### src/rtl/atan2_minimax_polynomial_assert.svh
// assertion macros for the arctangent pipeline
`ifndef ATAN2_MINIMAX_POLYNOMIAL_ASSERT_SVH
`define ATAN2_MINIMAX_POLYNOMIAL_ASSERT_SVH
`ifndef ASSERT_OFF
// concurrent assertion on a given clock and active-low reset
`define ASSERT_CLKRST(lbl, clk, rstn, prop, msg) \
  lbl: assert property (@(posedge clk) disable iff (!rstn) (prop)) else $error(msg);
// concurrent assertion on the block clock and reset
`define ASSERT_STD(lbl, prop, msg) `ASSERT_CLKRST(lbl, clk_i, rst_ni, prop, msg)
`else
`define ASSERT_CLKRST(lbl, clk, rstn, prop, msg)
`define ASSERT_STD(lbl, prop, msg)
`endif
`endif

### src/rtl/atan2p_pkg.sv
// shared constants, coefficient table and types for the arctangent pipeline
package atan2p_pkg;

  // default port geometry
  localparam int CoordWidthDef = 16;
  localparam int AngleFracDef  = 13;

  // internal fixed point: ratio, square and accumulator carry 30 fraction bits
  localparam int IntFrac  = 30;
  localparam int QuoWidth = IntFrac + 1;
  localparam int AccWidth = 32;
  localparam int NumCoef  = 7;

  typedef logic signed [AccWidth-1:0] acc_t;

  // odd minimax polynomial coefficients in q30, highest power first
  localparam acc_t PolyCoef [NumCoef] = '{
    32'sd7744777,
    -32'sd37645046,
    32'sd87698811,
    -32'sd143609290,
    32'sd213208227,
    -32'sd357824448,
    32'sd1073741824
  };

  // reflection constants in q30
  localparam int PiWidth = 34;
  localparam logic signed [PiWidth-1:0] PiQ30     = 34'sd3373259426;
  localparam logic signed [PiWidth-1:0] HalfPiQ30 = 34'sd1686629713;

  // octant information that travels beside the data
  typedef struct packed {
    logic zero;
    logic ybig;
    logic xneg;
    logic yneg;
  } octant_t;

endpackage

### src/rtl/atan2p_div.sv
// pipelined restoring divider: ratio = round(small * 2^30 / big), one bit per stage
`include "atan2_minimax_polynomial_assert.svh"

module atan2p_div #(
  parameter int COORD_WIDTH = atan2p_pkg::CoordWidthDef
) (
  input  logic                        clk_i,
  input  logic                        rst_ni,
  input  logic                        valid_i,
  input  logic [COORD_WIDTH-1:0]      big_i,
  input  logic [COORD_WIDTH-1:0]      small_i,
  input  atan2p_pkg::octant_t         oct_i,
  output logic                        valid_o,
  output logic [atan2p_pkg::QuoWidth-1:0] ratio_o,
  output atan2p_pkg::octant_t         oct_o
);
  import atan2p_pkg::*;

  localparam int CW = COORD_WIDTH;
  localparam int NW = CW + QuoWidth;
  localparam logic [QuoWidth-1:0] RatioOne = {1'b1, {IntFrac{1'b0}}};

  // numerator with the half-divisor rounding term folded in
  logic [NW-1:0] num;
  assign num = {1'b0, small_i, {IntFrac{1'b0}}} + NW'(big_i >> 1);

  logic                vld_q [QuoWidth];
  logic [CW-1:0]       rem_q [QuoWidth];
  logic [CW-1:0]       big_q [QuoWidth];
  logic [QuoWidth-1:0] low_q [QuoWidth];
  logic [QuoWidth-1:0] quo_q [QuoWidth];
  octant_t             oct_q [QuoWidth];

  for (genvar k = 0; k < QuoWidth; k++) begin : g_stage
    logic                vld_in;
    logic [CW-1:0]       rem_in;
    logic [CW-1:0]       big_in;
    logic [QuoWidth-1:0] low_in;
    logic [QuoWidth-1:0] quo_in;
    octant_t             oct_in;
    logic [CW:0]         trial;
    logic                ge;

    // stage input: numerator split at the top, or previous stage
    if (k == 0) begin : g_first
      assign vld_in = valid_i;
      assign rem_in = num[NW-1:QuoWidth];
      assign big_in = big_i;
      assign low_in = num[QuoWidth-1:0];
      assign quo_in = '0;
      assign oct_in = oct_i;
    end else begin : g_next
      assign vld_in = vld_q[k-1];
      assign rem_in = rem_q[k-1];
      assign big_in = big_q[k-1];
      assign low_in = low_q[k-1];
      assign quo_in = quo_q[k-1];
      assign oct_in = oct_q[k-1];
    end

    // trial subtract of one quotient bit
    assign trial = {rem_in, low_in[QuoWidth-1]};
    assign ge    = (trial >= {1'b0, big_in});

    always_ff @(posedge clk_i or negedge rst_ni) begin
      if (!rst_ni) begin
        vld_q[k] <= 1'b0;
      end else begin
        vld_q[k] <= vld_in;
      end
    end

    always_ff @(posedge clk_i) begin
      rem_q[k] <= ge ? CW'(trial - {1'b0, big_in}) : trial[CW-1:0];
      big_q[k] <= big_in;
      low_q[k] <= {low_in[QuoWidth-2:0], 1'b0};
      quo_q[k] <= {quo_in[QuoWidth-2:0], ge};
      oct_q[k] <= oct_in;
    end
  end

  assign valid_o = vld_q[QuoWidth-1];
  assign ratio_o = quo_q[QuoWidth-1];
  assign oct_o   = oct_q[QuoWidth-1];

  // the smaller magnitude over the larger never exceeds one
  `ASSERT_STD(a_div_ratio_le_one, valid_o && !oct_o.zero |-> ratio_o <= RatioOne, "ratio above one")

endmodule

### config.mk
export PLATFORM = sky130hd
export DESIGN_NAME = atan2p_div
export DESIGN_NICKNAME = d
export VERILOG_FILES = /design/src/rtl/atan2p_pkg.sv /design/src/rtl/atan2p_div.sv
export VERILOG_INCLUDE_DIRS = /design/src /design/src/rtl
export SDC_FILE = /design/constraint.sdc
export NUM_CORES = 2
export LEC_CHECK = 0
export BUFFER_PORTS_ARGS = -buffer_cell sky130_fd_sc_hd__buf_2
export CORE_MARGIN = 2
export CORE_UTILIZATION = 35
export CTS_BUF_LIST = sky130_fd_sc_hd__clkbuf_4
export DETAILED_ROUTE_END_ITERATION = 6
export HOLD_SLACK_MARGIN = 0.06
export SLEW_MARGIN = 15
export SYNTH_ARGS = -nofsm -noshare
export SYNTH_HDL_FRONTEND = slang
export SYNTH_SLANG_ARGS = --single-unit
### constraint.sdc
create_clock -name clk_i -period 2.8 [get_ports clk_i]
set_input_delay 0.28 -clock clk_i [delete_from_list [all_inputs] [get_ports clk_i]]
set_output_delay 0.28 -clock clk_i [all_outputs]
set_load 0.01 [all_outputs]
==> Word-level counts from Yosys, hierarchy flattened <==
Memories as Yosys holds them, arrays and structs flattened.
Index checks and enable logic that the tools add are counted.
{ "word_totals": {"ff_bits": 31, "latch_bits": 0, "mem_bits_rw": 3007, "rom_bits": 0, "in_bits": 39, "out_inout_bits": 36, "word_cells": 130, "memories": 5} }
{ "op_classes": {"n_addsub": 32, "mul": 0, "n_div": 0, "magnitude_cmp": 31, "n_eq_ne": 0, "n_shift": 0, "n_mux": 31, "bitwise_logic": 0, "reduce_logical": 0} }
{ "mem_list": {"columns": ["name", "words", "width", "rd", "rd_ports_with_merged_regs", "write_ports", "line_no", "text"], "rows": [
  ["quo_q", 31, 31, 31, 0, 31, "atan2p_div.sv:31", "logic [QuoWidth-1:0] quo_q [QuoWidth];"],
  ["low_q", 31, 30, 30, 0, 31, "atan2p_div.sv:30", "logic [QuoWidth-1:0] low_q [QuoWidth];"],
  ["big_q", 31, 16, 30, 0, 31, "atan2p_div.sv:29", "logic [CW-1:0] big_q [QuoWidth];"],
  ["rem_q", 31, 16, 30, 0, 31, "atan2p_div.sv:28", "logic [CW-1:0] rem_q [QuoWidth];"],
  ["oct_q", 31, 4, 31, 0, 31, "atan2p_div.sv:32", "octant_t oct_q [QuoWidth];"]
]} }
{ "op_table": {"columns": ["operator", "n"], "rows": [
  ["greater-or-equal comparator 17 x 16 -> 1 bit", 31],
  ["two-way mux 16 bit", 31],
  ["subtractor 16 bit", 31],
  ["adder 46 x 15 -> 47 bit", 1]
]} }

==> Depth between registers and ports, before layout <==
{ "depth": {"ltp_word": 3, "mapped_depth": 12, "depth_no_buf": 11} }

==> Least setup slack after synthesis <==
Ideal clock, no wire load.
{ "synth_path": {"path_type": "reg2reg", "from": "mem big_q[19][1] (netlist name)", "to": "mem rem_q[1][72] (netlist name)", "setup_time_ns": 0.121, "t_arrival_ns": 2.715, "t_required_ns": 2.679, "slack_ns": -0.036, "path_stages_with_launch": 12, "path_buffers": 1, "cell_sequence": "dfxtp_1 inv_1 ha_1 nor2b_1 o31a_1 nor3_1 o21a_1 o21ai_1 or4_1 nand2_1 buf_2 mux2_2"} }
{ "synth_lines": {"columns": ["item", "line_no"], "rows": [
  ["from (decl)", "atan2p_div.sv:29"],
  ["to (decl)", "atan2p_div.sv:28"]
]} }

==> qor.csv <==
stage;metric;value;unit
run_status;run_status;finished with violations;
run_status;violations;negative setup slack;
cts;clockBufferDepth;4;
synthesis;summed_instance_area_of_the_synthesized_netlist;0.0612;mm2
sta;transition_at_the_pin_with_the_smallest_max_transition_slack;915;ps
power_and_ir_drop;power.static_leakage;33.9;nW
drt;via_per_inst;4.62;
cts;cts-htree-levels;5;
sta;max_freq;346;MHz
drt;totalWireLength;128;mm
sta;timing.max_slew.rel_slack;37.4;%
worst_setup_path;timing.critical_path.from;big_i[14];
synthesis;netlist_instances;5839;
cts;clock_sinks;1611;
floorplanning;dieArea;0.178;mm2
synthesis;dominantRegCellSynth;sky130_fd_sc_hd__dfxtp_1;
worst_setup_path;path_class;input port to flop;
sta;hold_viol;0;
global_route;grt_pass1_wl;206;mm
drt;drt_first_iter_violations;2089;
finish;finish.net_count;7239;
sta;final-max-slew-violation-count;0;
sta;final.min_clock_period;2890;ps
floorplanning;core-area;0.174;mm2
finish;post_route_cells_drive_above_1_share;20.7;%
placement;io_buffer_count;74;
placement;detailed_place.area;0.0663;mm2
synthesis;synth_sequential_area_ratio;52.9;%
drt;route.vias.total;43005;
placement;detailedPlacementHpwl;90.5;mm
sta;finClkSkew;105;ps
finish;synthesis_to_layout_area_growth;21.1;%
drt;ant_nets;0;
drt;wl_per_cell;13.8;um
drt;drcViolationCount;0;
cts;cts_tree;built;
synthesis;synthesized_area_per_cell;10.5;um2
floorplanning;num_rows;153;
worst_setup_path;required;4030;ps
global_route;largest_net_degree_at_the_start_of_global_routing;32;
global_route;global_route.usage.total;13.9;%
synthesis;yosysWarnings;0;
power_and_ir_drop;p_total;96.1;mW
cts;tritoncts.num_buffers;431;
hold_path;hold_path_startpoint;big_i[0];
synthesis;synth_top_cell_area_share;51.7;%
worst_setup_path;cp_data_arrival_time;4120;ps
floorplanning;boundaryPins;75;
floorplanning;die_h;422;um
worst_setup_path;worst-path-max-fanout;6;
synthesis;synth_enable_flop_cells;0;
cts;clk_pin_slew;60;ps
placement;finalWeightedCongestion;0.884;
worst_setup_path;end_kind;flop;
drt;drt_pre_antenna_iters;5;
sta;report.final.setup_viol;12;
power_and_ir_drop;ir_worst_vdd;0.503;mV
floorplanning;die_w;422;um
flow_run;timing.max_cap.violations;0;
synthesis;synth_area_leaders;sky130_fd_sc_hd__dfxtp_1 (52%), sky130_fd_sc_hd__ha_1 (10%), sky130_fd_sc_hd__inv_1 (3.8%);
worst_setup_path;critical_path.startpoint_type;input port;
global_route;antenna_found_initial;3;
sta;worst_slack;-88.4;ps
finish;final_cell_area;0.0741;mm2
hold_path;hold_path.class;input port to flop;
synthesis;fraction_of_registers_with_async_set_or_reset_after_synthesis;1.92;%
power_and_ir_drop;power.density;1300;mW/mm2
synthesis;post_synthesis_sequential_element_count;1611;
global_route;first_global_vias;42863;
synthesis;ys_types;85;
cts;clock_latency;1330;ps
placement;dpl_worst_slack;-48.9;ps
global_route;grt_overflow;0;
floorplanning;floorplan.initialDensity;35.2;%
synthesis;yosys.area.top_type;sky130_fd_sc_hd__dfxtp_1;
cts;cell_at_the_root_of_the_clock_tree;sky130_fd_sc_hd__clkbuf_4;
sta;fin_crit_sh;103;%
worst_setup_path;regToRegStartpoint;big_q[4][4];
sta;rsz0062_at_grt;true;
synthesis;synth_nets;6404;
-- critical path, stage by stage --
cell	delay, ps
sky130_fd_sc_hd__dlygate4sd3_1	530
sky130_fd_sc_hd__dlygate4sd3_1	550
sky130_fd_sc_hd__buf_2	110
sky130_fd_sc_hd__dlygate4sd3_1	570
sky130_fd_sc_hd__inv_2	90
sky130_fd_sc_hd__ha_4	220
sky130_fd_sc_hd__a21o_1	210
sky130_fd_sc_hd__a21oi_2	190
sky130_fd_sc_hd__inv_2	70
sky130_fd_sc_hd__a31oi_4	220
sky130_fd_sc_hd__a21oi_4	80
sky130_fd_sc_hd__buf_12	150
sky130_fd_sc_hd__mux2_2	270
sky130_fd_sc_hd__dlygate4sd3_1	560
-- metrics by stage --
| stage | TNS (ps) | utilization, % | instances | hold slack [ps] |
|---|---|---|---|---|
| final | -717 | 42.6 | 9302 | 187 |
| after global routing | -3040 | 42.6 | 9300 | 62.6 |
| after CTS | -51.8 | 41.8 | 9251 | 60.8 |
| after detailed placement | -266 | 38.2 | 8411 | 312 |
| after global placement | -125 | 38.2 | 8411 | 310 |
| after floorplan | 0 | - | 5839 | -15.6 |
-- layout make-up --
cell class | count | area [um2]
antenna | 4 | 10.0
inverter | 625 | 2350
clock inverter | 123 | 602
tap | 2325 | 2910
clock buffer | 609 | 4570
sequential | 1611 | 32400
fill | 16776 | 99700
multi-input combinational | 3540 | 27200
timing repair buffer | 465 | 4050
-- layout by cell type, fill, tap and decap left out, types with 31 or more instances in the layout --
cell type,count
sky130_fd_sc_hd__a21o_1,126
sky130_fd_sc_hd__a21oi_1,299
sky130_fd_sc_hd__a21oi_2,32
sky130_fd_sc_hd__buf_2,74
sky130_fd_sc_hd__buf_4,243
sky130_fd_sc_hd__clkbuf_4,609
sky130_fd_sc_hd__clkinv_1,93
sky130_fd_sc_hd__dfrtp_1,31
sky130_fd_sc_hd__dfxtp_1,1550
sky130_fd_sc_hd__dlygate4sd3_1,103
sky130_fd_sc_hd__ha_1,460
sky130_fd_sc_hd__inv_1,611
sky130_fd_sc_hd__mux2_2,185
sky130_fd_sc_hd__mux2i_1,32
sky130_fd_sc_hd__nand2_1,321
sky130_fd_sc_hd__nand2b_1,86
sky130_fd_sc_hd__nand3_1,65
sky130_fd_sc_hd__nand4_1,63
sky130_fd_sc_hd__nor2_1,311
sky130_fd_sc_hd__nor2b_1,74
sky130_fd_sc_hd__nor3_1,101
sky130_fd_sc_hd__o21a_1,98
sky130_fd_sc_hd__o21ai_0,316
sky130_fd_sc_hd__o31a_1,36
sky130_fd_sc_hd__o31ai_1,47
sky130_fd_sc_hd__xnor2_1,188
sky130_fd_sc_hd__xor2_1,124
-- Yosys cell counts (all sizes together), types with 29 or more instances --
cell	instances
a211oi	34
a21o	126
a21oi	332
a31oi	33
clkbuf	36
dfrtp	31
dfxtp	1580
fa	30
ha	496
inv	625
mux2	210
mux2i	32
nand2	322
nand2b	86
nand3	69
nand4	63
nor2	315
nor2b	79
nor3	105
nor4	29
o21a	98
o21ai	345
o31a	36
o31ai	65
or3	31
xnor2	188
xor2	124
-- report_power, final --
part / leakage [nW] / total, mW / switching [mW] / internal (mW)
logic: 17.1 / 42.1 / 20.9 / 21.1
clock network: 3.10 / 19.5 / 9.18 / 10.3
registers: 13.7 / 34.6 / 3.63 / 30.9
-- routing by layer --
layer  global-route usage (%)  wire length [um]  up-vias
met5                        0                 0        -
met4                     5.76              3380        0
met3                     3.53              6420      276
met2                     23.1             60300      885
met1                     17.1             57900    19820
li1                         -                 -    22024
-- logic make-up after synthesis --
| kind of cell | synth area share [%] |
|---|---|
| mux | 4.47 |
| flops | 52.9 |
| xor+xnor | 4.46 |
| simple gates | 9.35 |
| compound gates | 13.4 |
| buf+inv | 4.31 |
| fa+ha+maj | 11.1 |
-- registers in the layout, indices dropped and copies added, names as in the netlist --
register        cells
big_q             464
low_q              16
valid_o             1
g_stage.vld_in     30
quo_q             496
oct_q             124
rem_q             480
-- final timing paths --
check,endpoint,slack [ps],cells after the start
max,rem_q[0][4],-90,14
min,big_q[0][0],190,3
max reg2reg,rem_q[0][84],0,11
min reg2reg,quo_q[7][2],250,0
max in group asynchronous,valid_o,2060,5
min in group asynchronous,g_stage[12].vld_in,550,5
-- what timing repair did --
action	in CTS	in global routing
setup endpoints to repair	43	317
gates cloned	0	7
hold endpoints to repair	69	3
hold buffers	108	3
buffers inserted	0	45
gates resized for setup	16	236
pin swaps	2	77
Power figures use the tool's default switching activity.
